[src/hdl/q4da_pkg.sv]
// shared constants, types and fp32 helper functions of the q4 dot argmax block
package q4da_pkg;

  localparam int MAX_ROWS   = 8;
  localparam int MAX_HIDDEN = 4096;
  localparam int TOKEN_BITS = 20;
  localparam int BLOCK_SIZE = 32;

  localparam int ROW_W     = $clog2(MAX_ROWS);
  localparam int ELEM_W    = $clog2(MAX_HIDDEN);
  localparam int ADDR_W    = ROW_W + ELEM_W;
  localparam int MEM_DEPTH = MAX_ROWS * MAX_HIDDEN;
  localparam int STEP_W    = $clog2(BLOCK_SIZE);

  localparam int ACT_W      = 2;
  localparam int IN_ROW_W   = 3;
  localparam int IN_ELEM_W  = 12;
  localparam int TOK_W      = 20;
  localparam int BLK_W      = 7;
  localparam int NROWS_W    = 4;
  localparam int NBLK_W     = 8;
  localparam int CFG_W      = 8;
  localparam int IN_DATA_W  = 224;
  localparam int OUT_DATA_W = 56;

  localparam int MW = 50;

  localparam logic [31:0] NEG_INF   = 32'hFF80_0000;
  localparam logic [31:0] DEF_NAN   = 32'hFFC0_0000;
  localparam logic [31:0] QNAN_BIT  = 32'h0040_0000;
  localparam logic [30:0] INF_MAG   = 31'h7F80_0000;
  localparam logic [TOKEN_BITS-1:0] TOKEN_ONES = '1;

  typedef enum logic [1:0] {
    ACT_LOAD   = 2'd0,
    ACT_BLOCK  = 2'd1,
    ACT_FINISH = 2'd2,
    ACT_NONE   = 2'd3
  } q4da_act_e;

  typedef enum logic [0:0] {
    CFG_ROWS   = 1'b0,
    CFG_BLOCKS = 1'b1
  } q4da_cfg_e;

  typedef enum logic [1:0] {
    FS_MUL_W     = 2'd0,
    FS_ADD_DOT   = 2'd1,
    FS_MUL_SCALE = 2'd2,
    FS_ADD_ACC   = 2'd3
  } q4da_fsel_e;

  typedef enum logic [0:0] {
    FOP_MUL = 1'b0,
    FOP_ADD = 1'b1
  } q4da_fop_e;

  typedef struct packed {
    logic              take;
    logic              rd_en;
    logic              fstart;
    q4da_fsel_e        fsel;
    logic              dot_wr;
    logic              acc_wr;
    logic              close;
    logic              out_load;
    logic              clr_best;
    logic [ROW_W-1:0]  row;
    logic [STEP_W-1:0] step;
  } q4da_cmd_t;

  typedef struct packed {
    logic             fpu_done;
    logic             blk_ok;
    logic             in_last;
    logic             last_q;
    logic             out_free;
    logic [ROW_W-1:0] n_last;
  } q4da_sts_t;

  // unrounded value: m * 2^(x - (MW-1)), or a finished special pattern
  typedef struct packed {
    logic               spec;
    logic [31:0]        sbits;
    logic               sgn;
    logic signed [10:0] x;
    logic [MW-1:0]      m;
  } q4da_unr_t;

  function automatic logic signed [10:0] fp_exp(input logic [7:0] e);
    logic signed [10:0] x;
    x = (e == 8'd0) ? 11'sd1 : $signed({3'b000, e});
    return x - 11'sd127;
  endfunction

  function automatic logic [23:0] fp_sig(input logic [31:0] f);
    return {f[30:23] != 8'd0, f[22:0]};
  endfunction

  function automatic logic fp_is_nan(input logic [31:0] f);
    return (f[30:23] == 8'hFF) && (f[22:0] != 23'd0);
  endfunction

  function automatic logic fp_is_inf(input logic [31:0] f);
    return (f[30:23] == 8'hFF) && (f[22:0] == 23'd0);
  endfunction

  function automatic logic fp_is_zero(input logic [31:0] f);
    return f[30:0] == 31'd0;
  endfunction

  function automatic q4da_unr_t fp_mul_pre(input logic [31:0] a, input logic [31:0] b);
    q4da_unr_t u;
    logic [47:0] prod;
    u = '0;
    prod = 48'(fp_sig(a)) * 48'(fp_sig(b));
    if (fp_is_nan(a)) begin
      u.spec  = 1'b1;
      u.sbits = a | QNAN_BIT;
    end else if (fp_is_nan(b)) begin
      u.spec  = 1'b1;
      u.sbits = b | QNAN_BIT;
    end else if ((fp_is_inf(a) && fp_is_zero(b)) || (fp_is_inf(b) && fp_is_zero(a))) begin
      u.spec  = 1'b1;
      u.sbits = DEF_NAN;
    end else if (fp_is_inf(a) || fp_is_inf(b)) begin
      u.spec  = 1'b1;
      u.sbits = {a[31] ^ b[31], INF_MAG};
    end else begin
      u.sgn = a[31] ^ b[31];
      u.x   = fp_exp(a[30:23]) + fp_exp(b[30:23]) + 11'sd1;
      u.m   = {prod, 2'b00};
    end
    return u;
  endfunction

  function automatic q4da_unr_t fp_add_pre(input logic [31:0] a, input logic [31:0] b);
    q4da_unr_t u;
    logic big_is_b;
    logic [31:0] bg;
    logic [31:0] sm;
    logic signed [10:0] xb;
    logic signed [10:0] xs;
    logic [10:0] d;
    logic [MW-1:0] eb;
    logic [MW-1:0] es;
    logic [MW-1:0] mask;
    logic sticky;
    u = '0;
    big_is_b = fp_exp(b[30:23]) > fp_exp(a[30:23]);
    bg = big_is_b ? b : a;
    sm = big_is_b ? a : b;
    xb = fp_exp(bg[30:23]);
    xs = fp_exp(sm[30:23]);
    d  = 11'(xb - xs);
    eb = {1'b0, fp_sig(bg), 25'b0};
    es = {1'b0, fp_sig(sm), 25'b0};
    if (d >= 11'(MW)) begin
      sticky = |es;
      es     = '0;
      es[0]  = sticky;
    end else begin
      mask   = (MW'(1) << d) - MW'(1);
      sticky = |(es & mask);
      es     = es >> d;
      es[0]  = es[0] | sticky;
    end
    if (fp_is_nan(a)) begin
      u.spec  = 1'b1;
      u.sbits = a | QNAN_BIT;
    end else if (fp_is_nan(b)) begin
      u.spec  = 1'b1;
      u.sbits = b | QNAN_BIT;
    end else if (fp_is_inf(a) && fp_is_inf(b) && (a[31] != b[31])) begin
      u.spec  = 1'b1;
      u.sbits = DEF_NAN;
    end else if (fp_is_inf(a)) begin
      u.spec  = 1'b1;
      u.sbits = a;
    end else if (fp_is_inf(b)) begin
      u.spec  = 1'b1;
      u.sbits = b;
    end else begin
      u.x = xb + 11'sd1;
      if (bg[31] == sm[31]) begin
        u.m   = eb + es;
        u.sgn = bg[31];
      end else if (eb >= es) begin
        u.m   = eb - es;
        u.sgn = bg[31];
      end else begin
        u.m   = es - eb;
        u.sgn = sm[31];
      end
      if (u.m == '0) begin
        u.sgn = a[31] & b[31];
      end
    end
    return u;
  endfunction

  function automatic q4da_unr_t fp_norm(input q4da_unr_t u);
    q4da_unr_t r;
    logic [5:0] pos;
    logic [5:0] lz;
    r   = u;
    pos = '0;
    for (int j = 0; j < MW; j++) begin
      if (u.m[j]) pos = 6'(j);
    end
    lz = 6'(MW - 1) - pos;
    if (!u.spec) begin
      if (u.m == '0) begin
        r.spec  = 1'b1;
        r.sbits = {u.sgn, 31'd0};
      end else begin
        r.m = u.m << lz;
        r.x = u.x - $signed({5'b00000, lz});
      end
    end
    return r;
  endfunction

  function automatic logic [31:0] fp_round(input q4da_unr_t u);
    logic signed [10:0] e;
    logic [10:0] sh;
    logic [MW-1:0] mm;
    logic [MW-1:0] mask;
    logic st;
    logic g;
    logic inc;
    logic [24:0] mr;
    logic [31:0] t;
    e  = u.x + 11'sd127;
    mm = u.m;
    if (e < 11'sd1) begin
      sh = 11'(11'sd1 - e);
      if (sh > 11'(MW)) sh = 11'(MW);
      mask  = (MW'(1) << sh) - MW'(1);
      st    = |(u.m & mask);
      mm    = u.m >> sh;
      mm[0] = mm[0] | st;
      e     = 11'sd1;
    end
    g   = mm[MW-25];
    st  = |mm[MW-26:0];
    inc = g & (st | mm[MW-24]);
    mr  = {1'b0, mm[MW-1:MW-24]} + 25'(inc);
    t   = (32'(unsigned'(11'(e - 11'sd1))) << 23) + 32'(mr);
    if (t >= {1'b0, INF_MAG}) t = {1'b0, INF_MAG};
    if (u.spec) return u.sbits;
    return {u.sgn, t[30:0]};
  endfunction

  function automatic logic [31:0] half_to_fp32(input logic [15:0] h);
    logic s;
    logic [4:0] e;
    logic [9:0] m;
    logic [9:0] mm;
    logic [3:0] pos;
    logic [3:0] sh;
    logic [31:0] r;
    s   = h[15];
    e   = h[14:10];
    m   = h[9:0];
    pos = '0;
    for (int j = 0; j < 10; j++) begin
      if (m[j]) pos = 4'(j);
    end
    sh = 4'd10 - pos;
    mm = m << sh;
    if (e == 5'd0) begin
      if (m == 10'd0) r = {s, 31'd0};
      else r = {s, 8'd103 + {4'b0000, pos}, mm, 13'd0};
    end else if (e == 5'd31) begin
      r = {s, 8'hFF, m, 13'd0};
    end else begin
      r = {s, 8'd112 + {3'b000, e}, m, 13'd0};
    end
    return r;
  endfunction

  // code nibble minus eight as fp32
  function automatic logic [31:0] weight_fp(input logic [3:0] nib);
    logic [3:0] mag;
    logic [31:0] r;
    mag = nib[3] ? {1'b0, nib[2:0]} : 4'd8 - nib;
    case (mag)
      4'd1:    r = 32'h3F80_0000;
      4'd2:    r = 32'h4000_0000;
      4'd3:    r = 32'h4040_0000;
      4'd4:    r = 32'h4080_0000;
      4'd5:    r = 32'h40A0_0000;
      4'd6:    r = 32'h40C0_0000;
      4'd7:    r = 32'h40E0_0000;
      4'd8:    r = 32'h4100_0000;
      default: r = 32'd0;
    endcase
    r[31] = ~nib[3];
    return r;
  endfunction

  function automatic logic [31:0] fp_key(input logic [31:0] f);
    return f[31] ? ~f : (f | 32'h8000_0000);
  endfunction

  function automatic logic fp_better(input logic [31:0] v, input logic [31:0] b,
                                     input logic [TOKEN_BITS-1:0] tok,
                                     input logic [TOKEN_BITS-1:0] btok);
    logic zz;
    logic gt;
    logic eq;
    zz = fp_is_zero(v) && fp_is_zero(b);
    gt = !zz && (fp_key(v) > fp_key(b));
    eq = zz || (v == b);
    return !fp_is_nan(v) && !fp_is_nan(b) && (gt || (eq && (tok < btok)));
  endfunction

endpackage

[src/hdl/q4da_ctrl.sv]
// controller: sequences rows and elements of a block, token close and result beats
module q4da_ctrl (
  input  logic                 clk_i,
  input  logic                 rst_ni,
  input  logic                 in_valid_i,
  input  q4da_pkg::q4da_act_e  action_i,
  input  q4da_pkg::q4da_sts_t  sts_i,
  output logic                 in_ready_o,
  output q4da_pkg::q4da_cmd_t  cmd_o
);
  import q4da_pkg::*;

  typedef enum logic [11:0] {
    ST_IDLE  = 12'b0000_0000_0001,
    ST_RD    = 12'b0000_0000_0010,
    ST_MGO   = 12'b0000_0000_0100,
    ST_MWT   = 12'b0000_0000_1000,
    ST_AGO   = 12'b0000_0001_0000,
    ST_AWT   = 12'b0000_0010_0000,
    ST_SGO   = 12'b0000_0100_0000,
    ST_SWT   = 12'b0000_1000_0000,
    ST_CGO   = 12'b0001_0000_0000,
    ST_CWT   = 12'b0010_0000_0000,
    ST_CLOSE = 12'b0100_0000_0000,
    ST_EMIT  = 12'b1000_0000_0000
  } q4da_state_e;

  q4da_state_e state_q, state_d;
  logic [ROW_W-1:0]  row_q, row_d;
  logic [STEP_W-1:0] step_q, step_d;
  logic row_end;

  assign row_end    = (row_q == sts_i.n_last);
  assign in_ready_o = (state_q == ST_IDLE);

  always_comb begin
    state_d      = state_q;
    row_d        = row_q;
    step_d       = step_q;
    cmd_o        = '0;
    cmd_o.fsel   = FS_MUL_W;
    cmd_o.row    = row_q;
    cmd_o.step   = step_q;
    case (state_q)
      ST_IDLE: begin
        if (in_valid_i) begin
          cmd_o.take = 1'b1;
          row_d      = '0;
          step_d     = '0;
          case (action_i)
            ACT_BLOCK: begin
              if (sts_i.blk_ok) state_d = ST_RD;
              else if (sts_i.in_last) state_d = ST_CLOSE;
            end
            ACT_FINISH: state_d = ST_EMIT;
            default:    ;
          endcase
        end
      end
      ST_RD: begin
        cmd_o.rd_en = 1'b1;
        state_d     = ST_MGO;
      end
      ST_MGO: begin
        cmd_o.fstart = 1'b1;
        cmd_o.fsel   = FS_MUL_W;
        state_d      = ST_MWT;
      end
      ST_MWT: begin
        if (sts_i.fpu_done) state_d = ST_AGO;
      end
      ST_AGO: begin
        cmd_o.fstart = 1'b1;
        cmd_o.fsel   = FS_ADD_DOT;
        state_d      = ST_AWT;
      end
      ST_AWT: begin
        if (sts_i.fpu_done) begin
          cmd_o.dot_wr = 1'b1;
          if (step_q == '1) begin
            state_d = ST_SGO;
          end else begin
            step_d  = step_q + STEP_W'(1);
            state_d = ST_RD;
          end
        end
      end
      ST_SGO: begin
        cmd_o.fstart = 1'b1;
        cmd_o.fsel   = FS_MUL_SCALE;
        state_d      = ST_SWT;
      end
      ST_SWT: begin
        if (sts_i.fpu_done) state_d = ST_CGO;
      end
      ST_CGO: begin
        cmd_o.fstart = 1'b1;
        cmd_o.fsel   = FS_ADD_ACC;
        state_d      = ST_CWT;
      end
      ST_CWT: begin
        cmd_o.fsel = FS_ADD_ACC;
        if (sts_i.fpu_done) begin
          cmd_o.acc_wr = 1'b1;
          step_d       = '0;
          if (row_end) begin
            row_d   = '0;
            state_d = sts_i.last_q ? ST_CLOSE : ST_IDLE;
          end else begin
            row_d   = row_q + ROW_W'(1);
            state_d = ST_RD;
          end
        end
      end
      ST_CLOSE: begin
        cmd_o.close = 1'b1;
        if (row_end) state_d = ST_IDLE;
        else row_d = row_q + ROW_W'(1);
      end
      ST_EMIT: begin
        if (sts_i.out_free) begin
          cmd_o.out_load = 1'b1;
          if (row_end) begin
            cmd_o.clr_best = 1'b1;
            state_d        = ST_IDLE;
          end else begin
            row_d = row_q + ROW_W'(1);
          end
        end
      end
      default: state_d = ST_IDLE;
    endcase
  end

  always_ff @(posedge clk_i or negedge rst_ni) begin
    if (!rst_ni) begin
      state_q <= ST_IDLE;
      row_q   <= '0;
      step_q  <= '0;
    end else begin
      state_q <= state_d;
      row_q   <= row_d;
      step_q  <= step_d;
    end
  end

endmodule

[config.mk]
export PLATFORM = sky130hd
export DESIGN_NAME = q4da_ctrl
export DESIGN_NICKNAME = d
export VERILOG_FILES = /design/src/hdl/q4da_pkg.sv /design/src/hdl/q4da_ctrl.sv
export SDC_FILE = /design/constraint.sdc
export NUM_CORES = 1
export LEC_CHECK = 0
export ABC_AREA = 0
export BUFFER_PORTS_ARGS = -buffer_cell sky130_fd_sc_hd__buf_2
export CAP_MARGIN = 40
export CELL_PAD_IN_SITES_DETAIL_PLACEMENT = 1
export CELL_PAD_IN_SITES_GLOBAL_PLACEMENT = 1
export CORE_AREA = 5 5 78 59
export CTS_CLUSTER_SIZE = 30
export DETAILED_ROUTE_END_ITERATION = 7
export DIE_AREA = 0 0 83 64
export GPL_ROUTABILITY_DRIVEN = 0
export GPL_TIMING_DRIVEN = 0
export PLACE_DENSITY_LB_ADDON = 0.25
export SLEW_MARGIN = 20
export SYNTH_ARGS = -nofsm -noshare
export SYNTH_HDL_FRONTEND = slang
export SYNTH_SLANG_ARGS = --single-unit
[constraint.sdc]
create_clock -name clk_i -period 2.9 [get_ports clk_i]
set_clock_uncertainty 0.1 [all_clocks]
set_input_delay 0.145 -clock clk_i [delete_from_list [all_inputs] [get_ports clk_i]]
set_output_delay 0.145 -clock clk_i [all_outputs]
set_load 0.005 [all_outputs]
==> results_dict.tcl <==
set metrics [dict create \
    start_util_pct 38.3 \
    pwr-share-seq_pct 29.0 \
    diodes 0 \
    fillers 467 \
    peakVddDrop_v 0.000373 \
    critPathKind "reg -> reg" \
    cts_tree "yes" \
    yosys-top-cells-area "dfrtp_1 33%, xor2_1 3.7%, o21ai_0 3.5%" \
    ys_types 50 \
    drc 0 \
    finalCritPeriodShare_pct 92.6 \
    post_drt_wl_per_cell_um 17.0 \
    worstReg2RegStart "state_q[2]$_DFFE_PN0P_" \
    hpwlAfterDp_um 3290 \
    h-tree-depth 1 \
    grt.total_usage_pct 16.4 \
    clock_power_share_pct 15.8 \
    cts_buffer_depth 2 \
    viasPerCell 5.53 \
    cts_buffers 3 \
    cp_data_required_time_ns 2.94 \
    synth_cells 158 \
    die-area_sq_mm 0.00531 \
    relSlewSlack_pct 47.5 \
    ios 32 \
    synthTopCellsByCount "19 x dfrtp_1, 12 x nand2_1, 10 x nor2_1, 10 x o21ai_0" \
    path_max_fanout 9 \
    grt_pass1_vias 1400 \
    period_minus_slack_ns 2.69 \
    synth_seq_cells 20 \
    synth_edf_count 0 \
    ant_nets 0 \
    cts_resized 0 \
    synth_top_area_share_pct 33.0 \
    first_pass_iters 4 \
    p_switching_mw 0.539 \
    core_sq_mm 0.00376 \
    clkSlewWorstSetupHoldPaths_ns 0.08 \
    powerDensity_mw_per_mm2 710 \
    whs_ns 0.0751 \
    die_height_um 64 \
    overflow 0 \
    critPathCaptureType "register" \
    io_buffers 31 \
    die_x_um 83 \
    yosys_warnings 0 \
    hold_viol_final 0 \
    drtIter0Drc 46 \
    cts.sink_count 20 \
    regToRegSetupSlack_ns 0.21 \
    slew_violations 0 \
    synth_fp_nets 174 \
    setup_violations 0 \
    synth.most_common_cell "dfrtp_1" \
    power_frac_comb_pct 55.2 \
    status "finished clean" \
    rsz0062_at_grt "false" \
    synth_area_per_cell_sq_um 9.11 \
    p_sw_share_pct 44.3 \
    crit_start "state_q[2]$_DFFE_PN0P_" \
    start_kind "register" \
    final_layout_size_suffix_gt1_share_pct 24.7 \
    cap_violations 0 \
    p_int_mw 0.678 \
    vias 1360 \
    grt_max_degree 21 \
    synth_area_sq_mm 0.00144 \
    cts_root_buf "clkbuf_8" \
    fmax_ghz 0.372 \
    cp.arrival_ns 2.73 \
    wl_um 4190 \
    hp-class "in -> reg" \
    synthArstFlopShare_pct 100 \
    ys_seq_area_share_pct 34.9 \
    tightest_slew_ns 0.780 \
    placementRows 19 \
    grt_first_pass_wirelength_um 7220 \
    leakage_nw 0.847 \
    yosysTopAreaCell "dfrtp_1" \
    cts_setup_buffers 0 \
    syn2layout_area_growth_pct 19.1 \
    tns_ns 0 \
    clk_latency_ns 0.26 \
    final_core_util_pct 45.6 \
    fin_nets 211 \
    antenna_found_initial 0 \
    synthFlopType "dfrtp_1" \
    min_from "sts_i[4]" \
]
==> power by group through the flow <==
stage          combinational [mW]  sequential (mW)  clock (mW)
3_3_place_gp                0.644            0.355           0
4_1_cts                     0.674            0.351       0.199
5_1_grt                     0.745            0.357       0.217
3_5_place_dp                0.670            0.357           0
2_1_floorplan               0.481            0.350           0
6_report                    0.672            0.352       0.193
==> cell usage in the layout, fill, tap and decap left out, types with 5 or more instances in the layout <==
cell type  synthesis  final
nor2_1            10     10
nand3_1            6      6
buf_2              2     33
nor3b_1            5      5
inv_1              6      6
xor2_1             6      6
nand2_1           12     12
nand4_1            6      6
o21ai_0           10     10
dfrtp_1           19     19
==> layer usage <==
metal / wire, um / vias up / part of all wire, % / global-route usage (%)
met5: 0 / - / 0 / 0
met4: 23 / 0 / 0.55 / 2.45
met3: 126 / 5 / 3.0 / 3.85
met2: 1900 / 20 / 45 / 26.1
met1: 2140 / 665 / 51 / 23.4
li1: - / 670 / - / -
==> kinds of logic (layout without fill, tap and decap cells) <==
| group | count (synthesis) | after routing | synth area share (%) |
|---|---|---|---|
| xor+xnor | 7 | 7 | 4.26 |
| flops | 20 | 20 | 34.9 |
| mux | 4 | 4 | 3.04 |
| simple gates | 80 | 80 | 35.5 |
| compound gates | 33 | 33 | 16.2 |
| fa+ha+maj | 3 | 3 | 2.61 |
| buf+inv | 11 | 47 | 3.57 |
==> through the flow <==
stage / instance area [sq um] / total power, mW / instances / worst slack, ns
final: 1710 / 1.22 / 246 / 0.213
after detailed placement: 1660 / 1.03 / 241 / 0.255
after global routing: 1710 / 1.32 / 246 / 0.0664
after floorplan: 1440 / 0.832 / 158 / 0.646
after CTS: 1710 / 1.22 / 246 / 0.215
after global placement: 1660 / 0.999 / 241 / 0.371
==> path summary, 6_finish.rpt <==
path	cells after the start	end
worst max-delay path	6	step_q[3]$_DFFE_PN0P_
worst min-delay path	3	state_q[0]$_DFFE_PN1P_
worst max register to register	6	step_q[3]$_DFFE_PN0P_
worst min register to register	1	step_q[4]$_DFFE_PN0P_
max in group asynchronous	2	state_q[0]$_DFFE_PN1P_
min in group asynchronous	2	state_q[9]$_DFFE_PN0P_
==> registers in the layout, summed over array words and instances, names as in the netlist <==
signal,cells
row_q,3
state_q,12
step_q,5
==> worst max-delay path: stages, from the launching register on <==
cell	delay, ns
dfrtp_1	0.37
buf_2	0.18
nor4_2	0.63
nand4_1	0.43
a211oi_1	0.38
nor2_1	0.16
a211o_1	0.31
==> layout make-up <==
cell class                      count  area, sq um  area share [%]
Buffer                              5         28.8            1.68
Clock buffer                        4         45.0            2.63
Inverter                            6         22.5            1.31
Multi-Input combinational cell    127          886            51.7
Sequential cell                    20          502            29.3
Tap cell                           52         65.1            3.80
Timing Repair Buffer               32          165            9.64
==> repair_timing <==
action | CTS | global route
hold buffers | 1 | 0
setup endpoints to repair | 0 | 0
endpoints found under the hold margin | 19 | 0
No activity file was read; power rests on OpenSTA's default activity.
